**config.mk**
```make
export PLATFORM = sky130hd
export DESIGN_NAME = checksummed_frame_deframer_unit
export DESIGN_NICKNAME = d
export VERILOG_FILES = /design/src/rtl/core/cdf_pkg.sv /design/src/rtl/core/checksummed_frame_deframer_unit.sv /design/src/rtl/core/cdf_ram.sv /design/src/rtl/core/cdf_datapath.sv /design/src/rtl/core/cdf_ctrl.sv
export SDC_FILE = /design/constraint.sdc
export NUM_CORES = 1
export LEC_CHECK = 0
export BUFFER_PORTS_ARGS = -buffer_cell sky130_fd_sc_hd__clkbuf_2
export CELL_PAD_IN_SITES_DETAIL_PLACEMENT = 1
export CELL_PAD_IN_SITES_GLOBAL_PLACEMENT = 1
export CORE_MARGIN = 3
export CORE_UTILIZATION = 34
export CTS_BUF_LIST = sky130_fd_sc_hd__clkbuf_16
export CTS_CLUSTER_DIAMETER = 50
export DETAILED_ROUTE_END_ITERATION = 10
export GPL_ROUTABILITY_DRIVEN = 0
export GPL_TIMING_DRIVEN = 1
export PLACE_DENSITY = 0.66
export SLEW_MARGIN = 20
export SYNTH_ARGS = -nofsm -noshare
export SYNTH_HDL_FRONTEND = slang
export SYNTH_SLANG_ARGS = --single-unit
```
**constraint.sdc**
```tcl
create_clock -name i_clk -period 3.29 [get_ports i_clk]
set_clock_uncertainty 0.2 [all_clocks]
set_input_delay 0.1645 -clock i_clk [delete_from_list [all_inputs] [get_ports i_clk]]
set_output_delay 0.1645 -clock i_clk [all_outputs]
set_load 0.01 [all_outputs]
```
**src/rtl/core/cdf_pkg.sv**
```systemverilog
// ----------------------------------------------------------------------------
// cdf_pkg
// Shared types and constants of the checksummed frame deframer: reset
// values, register indexes, parser states and controller/datapath links.
// ----------------------------------------------------------------------------
package cdf_pkg;

    localparam int BYTE_W          = 8;
    localparam int INDEX_W         = 6;
    localparam int MAX_PAYLOAD_DEF = 64;

    localparam logic [BYTE_W-1:0] FIRST_HDR_RST  = 8'hAA;
    localparam logic [BYTE_W-1:0] SECOND_HDR_RST = 8'h55;

    // configuration register indexes
    localparam logic CFG_FIRST_HDR  = 1'b0;
    localparam logic CFG_SECOND_HDR = 1'b1;

    typedef enum logic [3:0] {
        ST_HUNT1,
        ST_HUNT2,
        ST_LEN,
        ST_DATA,
        ST_CKA,
        ST_CKB,
        ST_RD,
        ST_LD,
        ST_WAIT
    } t_state;

    typedef struct packed {
        logic store;
        logic len_load;
        logic cka_load;
        logic k_clear;
        logic k_advance;
        logic out_load;
    } t_cmd;

    typedef struct packed {
        logic hdr1_match;
        logic hdr2_match;
        logic len_ok;
        logic data_room;
        logic data_done;
        logic check_ok;
        logic out_taken;
        logic out_last;
    } t_sts;

endpackage

```
**src/rtl/core/checksummed_frame_deframer_unit.sv**
```systemverilog
// ----------------------------------------------------------------------------
// checksummed_frame_deframer_unit
// Parsing takes one received byte per cycle while not draining; a byte causes
// no result except the second check byte of a good frame, after which each
// payload byte, the first included, is shown through a buffer read and an
// output load, the next read starting only once the previous byte is taken;
// input stalls during the drain. Synchronous active-low reset: parser hunts
// the first header, headers 0xAA/0x55.
// ----------------------------------------------------------------------------
module checksummed_frame_deframer_unit #(
    parameter int MAX_PAYLOAD = cdf_pkg::MAX_PAYLOAD_DEF
) (
    input  logic                          i_clk,
    input  logic                          i_rst_n,
    input  logic                          i_cfg_we,
    input  logic                          i_cfg_idx,
    input  logic [cdf_pkg::BYTE_W-1:0]    i_cfg_data,
    input  logic                          i_valid,
    output logic                          o_stall,
    input  logic [cdf_pkg::BYTE_W-1:0]    i_rx_byte,
    input  logic                          i_message_end,
    output logic                          o_valid,
    input  logic                          i_stall,
    output logic [cdf_pkg::BYTE_W-1:0]    o_payload_byte,
    output logic [cdf_pkg::INDEX_W-1:0]   o_payload_index,
    output logic                          o_payload_last
);
    import cdf_pkg::*;

    t_cmd cmd;
    t_sts sts;

    cdf_ctrl u_ctrl (
        .i_clk         (i_clk),
        .i_rst_n       (i_rst_n),
        .i_valid       (i_valid),
        .i_message_end (i_message_end),
        .o_stall       (o_stall),
        .i_sts         (sts),
        .o_cmd         (cmd)
    );

    cdf_datapath #(
        .MAX_PAYLOAD (MAX_PAYLOAD)
    ) u_dp (
        .i_clk           (i_clk),
        .i_rst_n         (i_rst_n),
        .i_cfg_we        (i_cfg_we),
        .i_cfg_idx       (i_cfg_idx),
        .i_cfg_data      (i_cfg_data),
        .i_rx_byte       (i_rx_byte),
        .i_cmd           (cmd),
        .o_sts           (sts),
        .i_stall         (i_stall),
        .o_valid         (o_valid),
        .o_payload_byte  (o_payload_byte),
        .o_payload_index (o_payload_index),
        .o_payload_last  (o_payload_last)
    );

endmodule

```
**src/rtl/core/cdf_ram.sv**
```systemverilog
// ----------------------------------------------------------------------------
// cdf_ram
// Generic single-write, single-read RAM with registered read data.
// ----------------------------------------------------------------------------
module cdf_ram #(
    parameter int WIDTH = 8,
    parameter int DEPTH = 64
) (
    input  logic                                    i_clk,
    input  logic                                    i_we,
    input  logic [((DEPTH > 1) ? $clog2(DEPTH) : 1)-1:0] i_waddr,
    input  logic [WIDTH-1:0]                        i_wdata,
    input  logic [((DEPTH > 1) ? $clog2(DEPTH) : 1)-1:0] i_raddr,
    output logic [WIDTH-1:0]                        o_rdata
);

    logic [WIDTH-1:0] r_mem [DEPTH];
    logic [WIDTH-1:0] r_rdata;

    always_ff @(posedge i_clk) begin
        if (i_we) begin
            r_mem[i_waddr] <= i_wdata;
        end
        r_rdata <= r_mem[i_raddr];
    end

    assign o_rdata = r_rdata;

endmodule

```
**src/rtl/core/cdf_datapath.sv**
```systemverilog
// ----------------------------------------------------------------------------
// cdf_datapath
// Header registers, length and count, running sum, check compare, payload
// buffer and the output register of the deframer.
// ----------------------------------------------------------------------------
module cdf_datapath #(
    parameter int MAX_PAYLOAD = cdf_pkg::MAX_PAYLOAD_DEF
) (
    input  logic                          i_clk,
    input  logic                          i_rst_n,
    input  logic                          i_cfg_we,
    input  logic                          i_cfg_idx,
    input  logic [cdf_pkg::BYTE_W-1:0]    i_cfg_data,
    input  logic [cdf_pkg::BYTE_W-1:0]    i_rx_byte,
    input  cdf_pkg::t_cmd                 i_cmd,
    output cdf_pkg::t_sts                 o_sts,
    input  logic                          i_stall,
    output logic                          o_valid,
    output logic [cdf_pkg::BYTE_W-1:0]    o_payload_byte,
    output logic [cdf_pkg::INDEX_W-1:0]   o_payload_index,
    output logic                          o_payload_last
);
    import cdf_pkg::*;

    localparam int LEN_W  = $clog2(MAX_PAYLOAD + 1);
    localparam int ADDR_W = (MAX_PAYLOAD > 1) ? $clog2(MAX_PAYLOAD) : 1;

    logic [BYTE_W-1:0]  r_first_hdr;
    logic [BYTE_W-1:0]  r_second_hdr;
    logic [LEN_W-1:0]   r_len;
    logic [LEN_W-1:0]   r_taken;
    logic [LEN_W-1:0]   r_k;
    logic [BYTE_W-1:0]  r_sum;
    logic [BYTE_W-1:0]  r_cka;
    logic               r_out_valid;
    logic [BYTE_W-1:0]  r_out_byte;
    logic [INDEX_W-1:0] r_out_index;
    logic               r_out_last;

    logic [BYTE_W-1:0]  ram_rdata;
    logic [BYTE_W-1:0]  check_b;
    logic [LEN_W:0]     taken_inc;
    logic [LEN_W:0]     k_inc;

    always_ff @(posedge i_clk) begin
        if (!i_rst_n) begin
            r_first_hdr  <= FIRST_HDR_RST;
            r_second_hdr <= SECOND_HDR_RST;
        end else if (i_cfg_we) begin
            case (i_cfg_idx)
                CFG_FIRST_HDR:  r_first_hdr  <= i_cfg_data;
                CFG_SECOND_HDR: r_second_hdr <= i_cfg_data;
                default:        r_first_hdr  <= r_first_hdr;
            endcase
        end
    end

    always_ff @(posedge i_clk) begin
        if (i_cmd.len_load) begin
            r_len   <= i_rx_byte[LEN_W-1:0];
            r_taken <= '0;
            r_sum   <= '0;
        end else if (i_cmd.store) begin
            r_taken <= r_taken + LEN_W'(1);
            r_sum   <= r_sum + i_rx_byte;
        end
        if (i_cmd.cka_load) begin
            r_cka <= i_rx_byte;
        end
        if (i_cmd.k_clear) begin
            r_k <= '0;
        end else if (i_cmd.k_advance) begin
            r_k <= r_k + LEN_W'(1);
        end
    end

    cdf_ram #(
        .WIDTH (BYTE_W),
        .DEPTH (MAX_PAYLOAD)
    ) u_buf (
        .i_clk   (i_clk),
        .i_we    (i_cmd.store),
        .i_waddr (r_taken[ADDR_W-1:0]),
        .i_wdata (i_rx_byte),
        .i_raddr (r_k[ADDR_W-1:0]),
        .o_rdata (ram_rdata)
    );

    assign k_inc = {1'b0, r_k} + (LEN_W+1)'(1);

    // output register: loaded from the buffer, freed when the request is taken
    always_ff @(posedge i_clk) begin
        if (!i_rst_n) begin
            r_out_valid <= 1'b0;
        end else if (i_cmd.out_load) begin
            r_out_valid <= 1'b1;
        end else if (r_out_valid && !i_stall) begin
            r_out_valid <= 1'b0;
        end
    end

    always_ff @(posedge i_clk) begin
        if (i_cmd.out_load) begin
            r_out_byte  <= ram_rdata;
            r_out_index <= INDEX_W'(r_k);
            r_out_last  <= (k_inc == {1'b0, r_len});
        end
    end

    assign check_b   = {r_sum[BYTE_W-2:0], 1'b0};
    assign taken_inc = {1'b0, r_taken} + (LEN_W+1)'(1);

    always_comb begin
        o_sts.hdr1_match = (i_rx_byte == r_first_hdr);
        o_sts.hdr2_match = (i_rx_byte == r_second_hdr);
        o_sts.len_ok     = ({1'b0, i_rx_byte} <= (BYTE_W+1)'(MAX_PAYLOAD));
        o_sts.data_room  = (r_taken < r_len);
        o_sts.data_done  = (taken_inc == {1'b0, r_len});
        o_sts.check_ok   = (r_cka == r_sum) && (i_rx_byte == check_b);
        o_sts.out_taken  = r_out_valid && !i_stall;
        o_sts.out_last   = r_out_last;
    end

    assign o_valid         = r_out_valid;
    assign o_payload_byte  = r_out_byte;
    assign o_payload_index = r_out_index;
    assign o_payload_last  = r_out_last;

endmodule

```
**src/rtl/core/cdf_ctrl.sv**
```systemverilog
// ----------------------------------------------------------------------------
// cdf_ctrl
// Parser and drain sequencer: walks the frame fields on accepted bytes and
// steps the buffer read-out of a frame whose checks matched.
// ----------------------------------------------------------------------------
module cdf_ctrl (
    input  logic          i_clk,
    input  logic          i_rst_n,
    input  logic          i_valid,
    input  logic          i_message_end,
    output logic          o_stall,
    input  cdf_pkg::t_sts i_sts,
    output cdf_pkg::t_cmd o_cmd
);
    import cdf_pkg::*;

    t_state r_state;
    t_state n_state;
    logic   draining;
    logic   accept;

    assign draining = (r_state == ST_RD) || (r_state == ST_LD) || (r_state == ST_WAIT);
    assign o_stall  = draining;
    assign accept   = i_valid && !draining;

    always_ff @(posedge i_clk) begin
        if (!i_rst_n) begin
            r_state <= ST_HUNT1;
        end else begin
            r_state <= n_state;
        end
    end

    always_comb begin
        n_state = r_state;
        o_cmd   = '0;
        case (r_state)
            ST_HUNT1: begin
                if (accept && i_sts.hdr1_match) n_state = ST_HUNT2;
            end
            ST_HUNT2: begin
                if (accept && i_sts.hdr2_match) n_state = ST_LEN;
            end
            ST_LEN: begin
                if (accept) begin
                    o_cmd.len_load = 1'b1;
                    n_state = i_sts.len_ok ? ST_DATA : ST_HUNT1;
                end
            end
            ST_DATA: begin
                // a zero length never leaves here until a message end
                if (accept && i_sts.data_room) begin
                    o_cmd.store = 1'b1;
                    if (i_sts.data_done) n_state = ST_CKA;
                end
            end
            ST_CKA: begin
                if (accept) begin
                    o_cmd.cka_load = 1'b1;
                    n_state = ST_CKB;
                end
            end
            ST_CKB: begin
                if (accept) begin
                    if (i_sts.check_ok) begin
                        o_cmd.k_clear = 1'b1;
                        n_state = ST_RD;
                    end else begin
                        n_state = ST_HUNT1;
                    end
                end
            end
            ST_RD: begin
                n_state = ST_LD;
            end
            ST_LD: begin
                o_cmd.out_load = 1'b1;
                n_state = ST_WAIT;
            end
            ST_WAIT: begin
                if (i_sts.out_taken) begin
                    if (i_sts.out_last) begin
                        n_state = ST_HUNT1;
                    end else begin
                        o_cmd.k_advance = 1'b1;
                        n_state = ST_RD;
                    end
                end
            end
            default: begin
                n_state = ST_HUNT1;
            end
        endcase
        // message end restarts the parser, but a good frame still drains first
        if (accept && i_message_end && !(r_state == ST_CKB && i_sts.check_ok)) begin
            n_state = ST_HUNT1;
        end
    end

endmodule

```
==> flow_summary.toml <==
[final_layout]
layout-drive-gt1-share_pct = 29.7
flow.area_growth_from_synthesis_pct = 20.4
layout.nets = 1499
mostFrequentLayoutCell = "sky130_fd_sc_hd__edfxtp_1"
most_frequent_cells_in_the_layout = "542 x sky130_fd_sc_hd__edfxtp_1, 162 x sky130_fd_sc_hd__mux4_2, 121 x sky130_fd_sc_hd__buf_4"

[synth]
synthesis.yosys.warnings = 0
synth_seq_cells = 593
syn_nets = 1283
postSynthCellCount = 1243
synth_enable_flop_cells = 542
seq_area_frac_synth_pct = 72.9
ys_async_sr_fraction_pct = 0
synthesis.area_sq_um = 23700
syn_area_per_cell_sq_um = 19.1
synth.lib_cells_used.distinct = 59
ys_dominant_reg_cell = "sky130_fd_sc_hd__edfxtp_1"

[global_routing]
maximum_number_of_pins_on_one_net_before_global_route_repair = 62
groute.usage.overall_pct = 16.6
grt_pass1_vias = 13600
grt_antenna_before_repair = 5
grt_pass1_wl_um = 89900
global_route.overflow_total = 0

[outcome]
run_status = "completed"

[sta]
slew-limit-headroom_pct = 41.5
finalSetupTns_ns = 0
hold_viol_final = 0
finalCriticalPeriod_ns = 3.02
layout_setup_ws_ns = 0.273
post_route_clock_period_utilization_pct = 91.7
fin_worst_hold_slack_ns = 0.0810
grt_setup_unrepaired = "no"
finalSetupViolations = 0
finalMaxSlewViolations = 0
worst_pin_slew_ns = 0.876
fmax_mhz = 331

[power]
power.leakage_nw = 9.08
ir_worst_vdd_uv = 319
power_density_nw_per_um2 = 568

[floorplanning]
die-area_sq_um = 73000
die_height_um = 270
core_sq_um = 68800
initial_utilization_pct = 34.5
die_width_um = 270
pin_count = 40
num_rows = 96

[cts]
clock_tree_from_tritoncts = "built"
cts_made_buffers = 70
cts.clk_slew.worst_paths_ns = 0.05
h_tree_levels = 3
numClockSinks = 593
cts-root-buf = "sky130_fd_sc_hd__clkbuf_16"
worst_skew_pair.late_latency_ns = 0.60
post_cts.repair.setup_buffers = 0
clock_tree.buffer_depth = 3

[run]
cap_violations = 0

[worst_setup_path]
rrSetupSlack_ns = 0.27
setup.worst_path.start_class = "flop"
critical-path-slowest-cell = "sky130_fd_sc_hd__or4_1"
cp_slowest_stage_delay_ns = 0.45
crit_path_cell_trace = "inv_1 > ha_1 > a22o_1 > nor4_1 > a2bb2oi_1 > or2_1 > or4_1 > buf_4 > nor2_1 > buf_4"
worst-path-max-fanout = 8
end_kind = "flop"
cp_data_required_time_ns = 3.39
cp.arrival_ns = 3.12
critPathMostFrequentCell = "sky130_fd_sc_hd__buf_4"
crit_type = "flop to flop"

[drt]
antenna_left = 0
via_count = 12600
drt_iter0_drcs = 1126
firstDrtPassIters = 5
remaining_drc_errors = 0
drt-total-wl_um = 59800
vias_per_cell = 5.17
avgRoutedWirePerCell_um = 24.5

[hold_path]
worstHoldPathType = "input port to flop"

[placement]
place.detailed.hpwl_um = 38000
port_buffers = 39
dpl_worst_slack_ns = 0.239
==> sequential cells by signal (all words and copies together) (netlist names) <==
register and flops:
u_ctrl.r_state 4, u_dp.o_payload_index 6, u_dp.o_payload_last 1, u_dp.u_buf.o_rdata 8
u_dp.r_first_hdr 8, u_dp.u_buf.r_mem 512, u_dp.r_second_hdr 8, u_dp.r_k 7
u_dp.r_cka 8, u_dp.o_valid 1, u_dp.o_payload_byte 8, u_dp.r_sum 8
u_dp.r_len 7, u_dp.r_taken 7
==> worst max-delay path, delay by kind of cell, from the launching register on <==
family,cells,cell delay (ns)
buffers and inverters,3,0.51
AOI/OAI and AO/OA,2,0.32
DFF,1,0.44
adders and majority gates,1,0.20
and+or+nand+nor,4,1.05
==> repair_timing <==
item	in CTS	in global routing
endpoints found under the hold margin	92	0
hold buffers	39	0
gates resized for setup	0	1
setup endpoints to repair	0	48
==> logic make-up after synthesis <==
kind of cell    count (synthesis)  synth area share [%]
compound gates                 68                  1.90
fa+ha+maj                      17                 0.928
simple gates                  260                  4.98
flops                         593                  72.9
mux                           176                  16.0
buf+inv                        81                  1.48
xor+xnor                       48                  1.77
==> through the flow <==
stage / power, mW / cells / utilization (%) / area [sq um]
6_report: 16.2 / 2445 / 41.5 / 28600
2_1_floorplan: 8.55 / 1243 / - / 23700
5_1_grt: 16.7 / 2444 / 41.5 / 28600
4_1_cts: 16.4 / 2444 / 41.5 / 28500
3_3_place_gp: 8.75 / 2279 / 37.6 / 25900
3_5_place_dp: 8.76 / 2279 / 37.6 / 25900
==> worst paths after layout <==
path                    startpoint                      end  cells after the start
min                   i_rx_byte[3]   u_dp.u_buf.r_mem[9][3]                      2
max                  u_dp.r_len[2]  u_dp.u_buf.r_mem[17][5]                     10
max reg2reg          u_dp.r_len[2]  u_dp.u_buf.r_mem[17][5]                     10
min reg2reg  u_dp.u_buf.o_rdata[4]   u_dp.o_payload_byte[4]                      0
==> routing by layer <==
layer | global-route usage (%) | share of wire, % | vias up
li1 | - | - | 5437
met1 | 22.6 | 43 | 6747
met2 | 27.0 | 49 | 368
met3 | 3.73 | 6.0 | 90
met4 | 4.10 | 2.0 | 0
met5 | 0 | 0 | -
==> Yosys cell counts (3+ instances only) <==
cell | count | area share [%]
sky130_fd_sc_hd__nor2b_1 | 4 | 0.11
sky130_fd_sc_hd__buf_4 | 4 | 0.13
sky130_fd_sc_hd__edfxtp_1 | 542 | 69
sky130_fd_sc_hd__nand2b_1 | 7 | 0.18
sky130_fd_sc_hd__mux4_2 | 162 | 15
sky130_fd_sc_hd__clkbuf_1 | 35 | 0.55
sky130_fd_sc_hd__nor3_1 | 13 | 0.27
sky130_fd_sc_hd__ha_1 | 16 | 0.84
sky130_fd_sc_hd__or3_1 | 6 | 0.16
sky130_fd_sc_hd__mux2i_1 | 8 | 0.34
sky130_fd_sc_hd__o22ai_1 | 3 | 0.079
sky130_fd_sc_hd__inv_1 | 17 | 0.27
sky130_fd_sc_hd__xnor2_1 | 36 | 1.3
sky130_fd_sc_hd__buf_2 | 13 | 0.27
sky130_fd_sc_hd__nand2_1 | 71 | 1.1
sky130_fd_sc_hd__buf_1 | 9 | 0.14
sky130_fd_sc_hd__nor4_1 | 5 | 0.13
sky130_fd_sc_hd__nor2_1 | 101 | 1.6
sky130_fd_sc_hd__a21boi_0 | 11 | 0.35
sky130_fd_sc_hd__mux2_2 | 6 | 0.28
sky130_fd_sc_hd__nand4_1 | 6 | 0.16
sky130_fd_sc_hd__nand3_1 | 23 | 0.49
sky130_fd_sc_hd__dfxtp_1 | 51 | 4.3
sky130_fd_sc_hd__xor2_1 | 12 | 0.44
sky130_fd_sc_hd__or2_2 | 3 | 0.079
sky130_fd_sc_hd__o21ai_0 | 16 | 0.34
sky130_fd_sc_hd__and3_1 | 8 | 0.21
sky130_fd_sc_hd__a21oi_1 | 15 | 0.32
==> report_power, final <==
part / switching [mW] / internal, mW
Clock: 3.03 / 4.54
Combinational: 0.245 / 0.152
Sequential: 0.0120 / 8.23
Total: 3.29 / 12.9
==> layout make-up <==
| cell class | count | area (sq um) |
|---|---|---|
| clock inverter | 52 | 415 |
| clock buffer | 74 | 1850 |
| tap | 931 | 1160 |
| inverter | 17 | 63.8 |
| multi-input combinational | 569 | 6080 |
| fill | 6627 | 40300 |
| timing repair buffer | 208 | 1670 |
| sequential | 593 | 17300 |
| antenna | 1 | 2.50 |
Note: power is estimated with default switching activity, not from simulation.
